### config.mk
export PLATFORM = sky130hd
export DESIGN_NAME = osrs_ctrl
export DESIGN_NICKNAME = d
export VERILOG_FILES = /design/src/osrs_pkg.sv /design/src/osrs_ctrl.sv
export VERILOG_INCLUDE_DIRS = /design/src /design/src/src
export SDC_FILE = /design/constraint.sdc
export NUM_CORES = 1
export LEC_CHECK = 0
export BUFFER_PORTS_ARGS = -buffer_cell sky130_fd_sc_hd__buf_2
export CAP_MARGIN = 20
export CORE_MARGIN = 2
export CORE_UTILIZATION = 51
export DETAILED_ROUTE_END_ITERATION = 10
export GPL_ROUTABILITY_DRIVEN = 0
export PLACE_DENSITY = 0.83
export SYNTH_ARGS = -nofsm -noshare
export SYNTH_HDL_FRONTEND = slang
export SYNTH_SLANG_ARGS = --single-unit
### constraint.sdc
create_clock -name clk -period 4.3 [get_ports clk]
set_input_delay 0.215 -clock clk [delete_from_list [all_inputs] [get_ports clk]]
set_output_delay 0.215 -clock clk [all_outputs]
set_load 0.05 [all_outputs]
### src/ordered_set_range_sum_unit_macros.svh
// Assertion macros for the range-sum unit.
`ifndef ORDERED_SET_RANGE_SUM_UNIT_MACROS_SVH
`define ORDERED_SET_RANGE_SUM_UNIT_MACROS_SVH
`ifndef ASSERT_OFF
`define OSRS_ASSERT(label, clk, rst_n, prop, msg) \
	label: assert property (@(posedge clk) disable iff (!rst_n) prop) else $error(msg);
`define OSRS_ASSERT_NEVER(label, clk, rst_n, expr, msg) \
	label: assert property (@(posedge clk) disable iff (!rst_n) !(expr)) else $error(msg);
`else
`define OSRS_ASSERT(label, clk, rst_n, prop, msg)
`define OSRS_ASSERT_NEVER(label, clk, rst_n, expr, msg)
`endif
`endif

### src/osrs_pkg.sv
`timescale 1ns / 1ps
package osrs_pkg;
	localparam int unsigned Capacity = 1024;
	localparam int unsigned AddrW = $clog2(Capacity);
	localparam int unsigned CountW = $clog2(Capacity + 1);
	localparam int unsigned KeyW = 30;
	localparam int unsigned SumW = 40;
	localparam logic [1:0] ST_OK = 2'd0;
	localparam logic [1:0] ST_DUP = 2'd1;
	localparam logic [1:0] ST_FULL = 2'd2;
	localparam logic MODE_INSERT = 1'b0;
	localparam logic MODE_QUERY = 1'b1;
	localparam logic [SumW-1:0] SumMax = {SumW{1'b1}};

	typedef struct packed {
		logic             rd_en;
		logic [AddrW-1:0] rd_addr;
		logic             wr_en;
		logic [AddrW-1:0] wr_addr;
		logic [KeyW-1:0]  wr_data;
	} mem_req_t;
endpackage

### src/osrs_ctrl.sv
`timescale 1ns / 1ps
`include "ordered_set_range_sum_unit_macros.svh"
module osrs_ctrl (
	input  logic                       clk,
	input  logic                       arst_n,
	input  logic                       in_valid,
	output logic                       in_stall,
	input  logic                       mode,
	input  logic [osrs_pkg::KeyW-1:0]  key,
	input  logic [osrs_pkg::KeyW-1:0]  range_low,
	input  logic [osrs_pkg::KeyW-1:0]  range_high,
	output logic                       out_valid,
	input  logic                       out_stall,
	output logic [osrs_pkg::SumW-1:0]  sum,
	output logic [1:0]                 status,
	output osrs_pkg::mem_req_t         mem_req,
	input  logic [osrs_pkg::KeyW-1:0]  mem_rd_data
);
	localparam logic [1:0] S_IDLE = 2'd0;
	localparam logic [1:0] S_SCAN = 2'd1;
	localparam logic [1:0] S_DONE = 2'd2;

	logic [1:0]                  state_q;
	logic [osrs_pkg::CountW-1:0] count_q;
	logic [osrs_pkg::CountW-1:0] idx_q;
	logic                        rd_pend_q;
	logic                        mode_q;
	logic [osrs_pkg::KeyW-1:0]   key_q, lo_q, hi_q;
	logic [osrs_pkg::SumW-1:0]   acc_q;
	logic                        found_q;
	logic                        out_valid_q;
	logic [osrs_pkg::SumW-1:0]   sum_q;
	logic [1:0]                  status_q;

	logic accept, emit, out_free, inverted;
	logic [osrs_pkg::SumW:0] acc_add;
	logic hit;

	assign out_free = !out_valid_q || !out_stall;
	assign in_stall = (state_q != S_IDLE);
	assign accept = in_valid && (state_q == S_IDLE);
	assign emit = (state_q == S_DONE) && out_free;
	assign inverted = lo_q > hi_q;
	assign hit = (mode_q == osrs_pkg::MODE_QUERY) ? (mem_rd_data >= lo_q && mem_rd_data <= hi_q)
		: (mem_rd_data == key_q);
	assign acc_add = {1'b0, acc_q} + {{(osrs_pkg::SumW + 1 - osrs_pkg::KeyW){1'b0}}, mem_rd_data};

	always_comb begin
		mem_req.rd_en = (state_q == S_SCAN) && (idx_q < count_q);
		mem_req.rd_addr = idx_q[osrs_pkg::AddrW-1:0];
		mem_req.wr_en = (state_q == S_DONE) && emit && (mode_q == osrs_pkg::MODE_INSERT)
			&& !found_q && (count_q < osrs_pkg::CountW'(osrs_pkg::Capacity));
		mem_req.wr_addr = count_q[osrs_pkg::AddrW-1:0];
		mem_req.wr_data = key_q;
	end

	always_ff @(posedge clk or negedge arst_n) begin
		if (!arst_n) begin
			state_q <= S_IDLE;
			count_q <= '0;
			idx_q <= '0;
			rd_pend_q <= 1'b0;
			out_valid_q <= 1'b0;
			found_q <= 1'b0;
			acc_q <= '0;
		end else begin
			if (out_valid_q && !out_stall && !emit) begin
				out_valid_q <= 1'b0;
			end
			case (state_q)
				S_IDLE: begin
					if (accept) begin
						state_q <= S_SCAN;
						idx_q <= '0;
						rd_pend_q <= 1'b0;
						acc_q <= '0;
						found_q <= 1'b0;
					end
				end
				S_SCAN: begin
					// one entry read per cycle, result consumed the next
					rd_pend_q <= mem_req.rd_en;
					if (mem_req.rd_en) begin
						idx_q <= idx_q + 1'b1;
					end
					if (rd_pend_q && hit) begin
						found_q <= 1'b1;
						if (mode_q == osrs_pkg::MODE_QUERY) begin
							acc_q <= acc_add[osrs_pkg::SumW] ? osrs_pkg::SumMax
								: acc_add[osrs_pkg::SumW-1:0];
						end
					end
					if (!mem_req.rd_en && !rd_pend_q) begin
						state_q <= S_DONE;
					end
				end
				S_DONE: begin
					if (emit) begin
						out_valid_q <= 1'b1;
						state_q <= S_IDLE;
						if (mem_req.wr_en) begin
							count_q <= count_q + 1'b1;
						end
					end
				end
				default: state_q <= S_IDLE;
			endcase
		end
	end

	always_ff @(posedge clk) begin
		if (accept) begin
			mode_q <= mode;
			key_q <= key;
			lo_q <= range_low;
			hi_q <= range_high;
		end
		if (emit) begin
			if (mode_q == osrs_pkg::MODE_QUERY) begin
				sum_q <= inverted ? '0 : acc_q;
				status_q <= osrs_pkg::ST_OK;
			end else begin
				sum_q <= '0;
				if (found_q) begin
					status_q <= osrs_pkg::ST_DUP;
				end else if (count_q >= osrs_pkg::CountW'(osrs_pkg::Capacity)) begin
					status_q <= osrs_pkg::ST_FULL;
				end else begin
					status_q <= osrs_pkg::ST_OK;
				end
			end
		end
	end

	assign out_valid = out_valid_q;
	assign sum = sum_q;
	assign status = status_q;

	`OSRS_ASSERT_NEVER(a_count_range, clk, arst_n,
		count_q > osrs_pkg::CountW'(osrs_pkg::Capacity), "entry count beyond capacity")
	`OSRS_ASSERT(a_no_read_past_count, clk, arst_n,
		mem_req.rd_en |-> (idx_q < count_q), "read beyond stored entries")
	`OSRS_ASSERT(a_write_grows, clk, arst_n,
		mem_req.wr_en |=> (count_q == $past(count_q) + 1'b1), "write did not bump count")
	`OSRS_ASSERT_NEVER(a_emit_over_stall, clk, arst_n,
		emit && out_valid_q && out_stall, "result overwrote stalled beat")
endmodule
# Yosys cells after proc, flatten, opt, wreduce, memory -nomap -nowiden

Cells that the tools add are included.

$lt $le $gt $ge: 6
Bitwise gates (word level): 1
Add/subtract/negate cells: 3
Reduce and logical (&&, ||, !) cells: 30
Equality and inequality tests: 9
Muxes and demuxes: 22

Operator list:

| kind                  | count |
|---|---|
| $mux 40               | 4 |
| $pmux 40 s2           | 1 |
| $add 40x30->41        | 1 |
| $eq 30x30->1          | 1 |
| $ge 30x30->1          | 1 |
| $gt 30x30->1          | 1 |
| $le 30x30->1          | 1 |
| $add 11x1->11 const B | 2 |
| $mux 11               | 2 |
| $pmux 11 s2           | 1 |
| $logic_and 1x1->1     | 12 |
| $reduce_and 3->1      | 4 |
| $ge 11x11->1 const B  | 1 |
| $lt 11x11->1          | 1 |
| $lt 11x11->1 const B  | 1 |
| $mux 2                | 4 |
| $ne 2x2->1 const B    | 4 |
| $mux 1                | 7 |
| $logic_not 1->1       | 6 |
| $pmux 2 s3            | 1 |
| $ne 2x1->1 const B    | 2 |
| $pmux 1 s2            | 2 |
| $reduce_and 4->1      | 1 |
| $reduce_bool 2->1     | 2 |
| other kinds (7)       | 8 |

Output and inout bits: 96
Input bits: 125
Logic and storage cells: 85
Register bits after elaboration: 200

# Logic depth before layout (Yosys ltp)

Word-level depth: 8
Depth in mapped cells: 13
Depth with buffers taken out: 11

# Worst setup path before layout

No wires, ideal clock.

Kind: register to register
From: reg out_valid_q (netlist: out_valid)
To: reg count_q[5] in the netlist's numbering
Stages on the path, launching flop included: 6
Buffers on the path: 0
Data required time: 4.220 ns
Data arrival time: 4.862 ns
Clock period less this slack: 4.942 ns
Setup slack: -0.642 ns
Library setup time: 0.080 ns
Path through: dfrtp_1 -> a21oi_1 -> nor4b_2 -> nand4_1 -> nor3_1 -> xnor2_1

RTL lines:

| what                     | line             | RTL |
|---|---|---|
| start: declaration       | osrs_ctrl.sv:31  | `logic out_valid_q;` |
| start signal: assignment | osrs_ctrl.sv:63  | `out_valid_q <= 1'b0;` |
| start signal: assignment | osrs_ctrl.sv:68  | `out_valid_q <= 1'b0;` |
| start signal: assignment | osrs_ctrl.sv:99  | `out_valid_q <= 1'b1;` |
| end signal: assignment   | osrs_ctrl.sv:102 | `count_q <= count_q + 1'b1;` |
| end: declaration         | osrs_ctrl.sv:24  | `logic [osrs_pkg::CountW-1:0] count_q;` |

# Worst setup path after layout

From: reg lo_q[0] in the netlist's numbering
To: reg acc_q[37] in the netlist's numbering

Cells in the longest elaborated chain, start to end: 6

RTL lines:

| what                       | line             | RTL |
|---|---|---|
| start: declaration         | osrs_ctrl.sv:28  | `logic [osrs_pkg::KeyW-1:0] key_q, lo_q, hi_q;` |
| start signal: assignment   | osrs_ctrl.sv:115 | `lo_q <= range_low;` |
| $ge 30x30->1               | osrs_ctrl.sv:44  | `assign hit = (mode_q == osrs_pkg::MODE_QUERY) ? (mem_rd_data >= lo_q && mem_rd_data <= hi_q)` |
| $logic_and 1x1->1          | osrs_ctrl.sv:44  |  |
| $mux 1                     | osrs_ctrl.sv:44  |  |
| $logic_and 1x1->1          | osrs_ctrl.sv:86  | `if (rd_pend_q && hit) begin` |
| $ne 2x1->1 (no line)       | --               |  |
| $reduce_and 4->1 (no line) | --               |  |
| end signal: assignment     | osrs_ctrl.sv:89  | `acc_q <= acc_add[osrs_pkg::SumW] ? osrs_pkg::SumMax` |
| end: declaration           | osrs_ctrl.sv:29  | `logic [osrs_pkg::SumW-1:0] acc_q;` |

Every way passes these cells.
A chain may end at the register's enable or synchronous reset.

==> results.sh <==
export IMPL_rsz0062_at_grt="false"
export IMPL_hpwl_um=22500
export IMPL_slowest_stage="o41ai_1"
export IMPL_io_pins=221
export IMPL_cp_end_kind="flip-flop"
export IMPL_p_leak_nw=6.51
export IMPL_cts_resized=0
export IMPL_gr_usage_all_layers_pct=26.9
export IMPL_dr_total_vias=9738
export IMPL_cpPeakStageDelay_ns=0.64
export IMPL_cp_top_family="compound AO/OA/AOI/OAI gates"
export IMPL_yosys_warnings=0
export IMPL_crit_chain="ha_1 > nand3b_1 > a21oi_1 > a2111oi_0 > o41ai_1 > a2111oi_2 > nor3_4 > o2111ai_1 > nor4b_1 > nor3_1"
export IMPL_drt_pass1_iterations=5
export IMPL_syn_nets=1364
export IMPL_reg2reg_to="acc_q[37]"
export IMPL_ys_types=75
export IMPL_synth_top_area_cell="edfxtp_1"
export IMPL_fin_skew_ns=0.0133
export IMPL_num_rows=55
export IMPL_drt_total_wl_um=32500
export IMPL_period_share_pct=80.6
export IMPL_wl_per_cell_um=18.9
export IMPL_path_class="reg2reg"
export IMPL_drtIter0Drc=833
export IMPL_coreArea_um2=22800
export IMPL_required_ns=4.58
export IMPL_grt_pass1_wl_um=50400
export IMPL_irDropWorstVdd_mv=0.357
export IMPL_drcViolationCount=0
export IMPL_min_path_cells=3
export IMPL_path_max_fanout=14
export IMPL_cts_buffers=17
export IMPL_regArea_um2=5670
export IMPL_area_growth_synth_to_final_pct=23.3
export IMPL_antenna_found_initial=1
export IMPL_gr_total_overflow=0
export IMPL_drive_above_1_share_pct=19.9
export IMPL_cts_sinks=200
export IMPL_r2r_cells=10
export IMPL_clk_pin_slew_ns=0.08
export IMPL_status="finished, final reports clean"
export IMPL_async_reset_ff_share_pct=33.5
export IMPL_critPathLaunch="lo_q[0]"
export IMPL_finalHoldViolCount=0
export IMPL_p_total_w=0.00652
export IMPL_final_nets=1651
export IMPL_ys_flop_type="edfxtp_1"
export IMPL_port_buffers=220
export IMPL_clock_fmax_mhz=289
export IMPL_ant_nets=0
export IMPL_cts_hold_buffers=92
export IMPL_grt_pass1_vias=9529
export IMPL_hold_end="out_valid"
export IMPL_setup_violations=0
export IMPL_clockBufferDepth=2
export IMPL_yosys_area_top_type_share_pct=33.6
export IMPL_dieHeight_um=157
export IMPL_rr_startpoint="lo_q[0]"
export IMPL_clk_insertion_delay_late_ns=0.44
export IMPL_root_buffer="clkbuf_16"
export IMPL_cp_num_buf_inv=0
export IMPL_start_util_pct=52.1
export IMPL_power_density_nw_per_um2=445
export IMPL_cts_tree="yes"
export IMPL_multi_input_area_um2=5620
export IMPL_maxSlewViolCount=0
export IMPL_min_path_type="in2reg"
export IMPL_crit_path_start_kind="flip-flop"
export IMPL_syn_inst=1105
export IMPL_timing_setup_tns_ns=0
export IMPL_relSlewSlack_pct=39.4
export IMPL_hold_start="out_stall"
export IMPL_grt_max_degree=68
export IMPL_h_tree_depth=4
export IMPL_regToRegSetupSlack_ns=0.84
export IMPL_final_fill_count=1747
export IMPL_netlist_top_cells_count="edfxtp_1, ha_1, inv_1, nand2_1, o21ai_0"
export IMPL_worstMarginPinSlew_ns=0.910
export IMPL_die_w_um=157
export IMPL_vias_per_cell=5.66
export IMPL_synth_avg_cell_area_um2=10.7
export IMPL_synthTopCellsByArea="edfxtp_1, dfrtp_1, ha_1"
export IMPL_design_die_area_um2=24500
export IMPL_post_cts_buffers=0
export IMPL_drv_cap=0
export IMPL_synth_edf_count=133
export IMPL_critical_path_arrival_ns=3.75
export IMPL_syn_area_um2=11900
export IMPL_ys_seq_area_share_pct=47.8
export IMPL_finalCriticalPeriod_ns=3.46
export IMPL_synth_seq_cells=200
worst max path at each step:
stage           endpoint  slack, ns  cells past startpoint
6_report       acc_q[37]       0.84                     10
3_3_place_gp   acc_q[35]       1.09                     11
3_5_place_dp   acc_q[37]       0.95                     11
4_1_cts        acc_q[37]       0.89                     11
5_1_grt        acc_q[37]       0.62                     11
2_1_floorplan    hi_q[0]       0.18                      4
cell usage in the layout, fill, tap and decap left out, types with 4 or more instances in the layout:
master / Yosys / routed
a211oi_1: 5 / 5
a21o_1: 29 / 29
a21oi_1: 81 / 80
a31oi_1: 4 / 4
and2_1: 45 / 45
and3_1: 8 / 8
and4_1: 6 / 6
buf_2: 2 / 220
buf_4: 21 / 4
clkbuf_16: 0 / 18
dfrtp_1: 67 / 67
dlygate4sd3_1: 0 / 92
edfxtp_1: 133 / 133
ha_1: 133 / 133
inv_1: 85 / 84
inv_6: 0 / 5
mux2i_1: 4 / 4
nand2_1: 85 / 85
nand2b_1: 10 / 10
nand3_1: 18 / 18
nand3b_1: 4 / 4
nand4_1: 35 / 35
nor2_1: 31 / 31
nor2b_1: 9 / 9
nor3_1: 16 / 16
nor4_1: 8 / 8
o211ai_1: 6 / 6
o21a_1: 5 / 5
o21ai_0: 84 / 84
o31ai_1: 7 / 7
o41ai_1: 4 / 4
xnor2_1: 46 / 46
xor2_1: 20 / 20
worst min-delay path, stage by stage:
cell     delay (ns)
buf_2          0.11
nand2_1        0.08
nand2_1        0.06
state kept, by name, indices dropped and copies added, names as in the netlist:
signal	count
status	2
idx_q	11
rd_pend_q	1
found_q	1
state_q	2
out_valid	1
hi_q	30
acc_q	40
count_q	11
sum	40
mode_q	1
key_q	30
lo_q	30
power breakdown:
group	leakage, nW	internal [W]	switching, W
combinational	4.16	0.000950	0.00142
sequential	2.07	0.00233	0.000255
clock	0.283	0.000795	0.000769
total	6.51	0.00407	0.00244
through the flow:
stage / setup WS, ns / utilization [%] / hold slack, ns / cells / area, µm²
6_report: 0.836 / 64.3 / 0.0626 / 1719 / 14600
2_1_floorplan: 0.181 / - / -0.0806 / 1105 / 11900
4_1_cts: 0.893 / 64.3 / 0.0499 / 1718 / 14600
3_3_place_gp: 1.09 / 57.8 / 0.392 / 1594 / 13200
5_1_grt: 0.618 / 64.3 / 0.0678 / 1719 / 14600
3_5_place_dp: 0.949 / 57.8 / 0.393 / 1594 / 13200
layout make-up:
cell class	instances	area share, %
Antenna cell	1	0.0171
Inverter	86	2.22
Clock inverter	13	0.726
Clock buffer	19	3.10
Tap cell	313	2.67
Sequential cell	200	38.7
Multi-Input combinational cell	770	38.4
Timing Repair Buffer	317	14.2
per-layer routing:
layer,vias up,part of all wire (%),global-route usage [%]
met5,-,0,0
met1,4569,40,33.0
met2,460,47,45.9
met4,0,4.7,12.9
met3,98,8.2,5.23
li1,4611,-,-
cell families after synthesis:
| family | synth area share, % |
|---|---|
| and+or+nand+nor | 13.2 |
| xor gates and xnor gates | 4.87 |
| muxes | 0.337 |
| DFF | 47.8 |
| adders and majority gates | 14.2 |
| AOI/OAI and AO/OA | 14.5 |
| buffers and inverters | 5.09 |
Power figures use the tool's default switching activity.
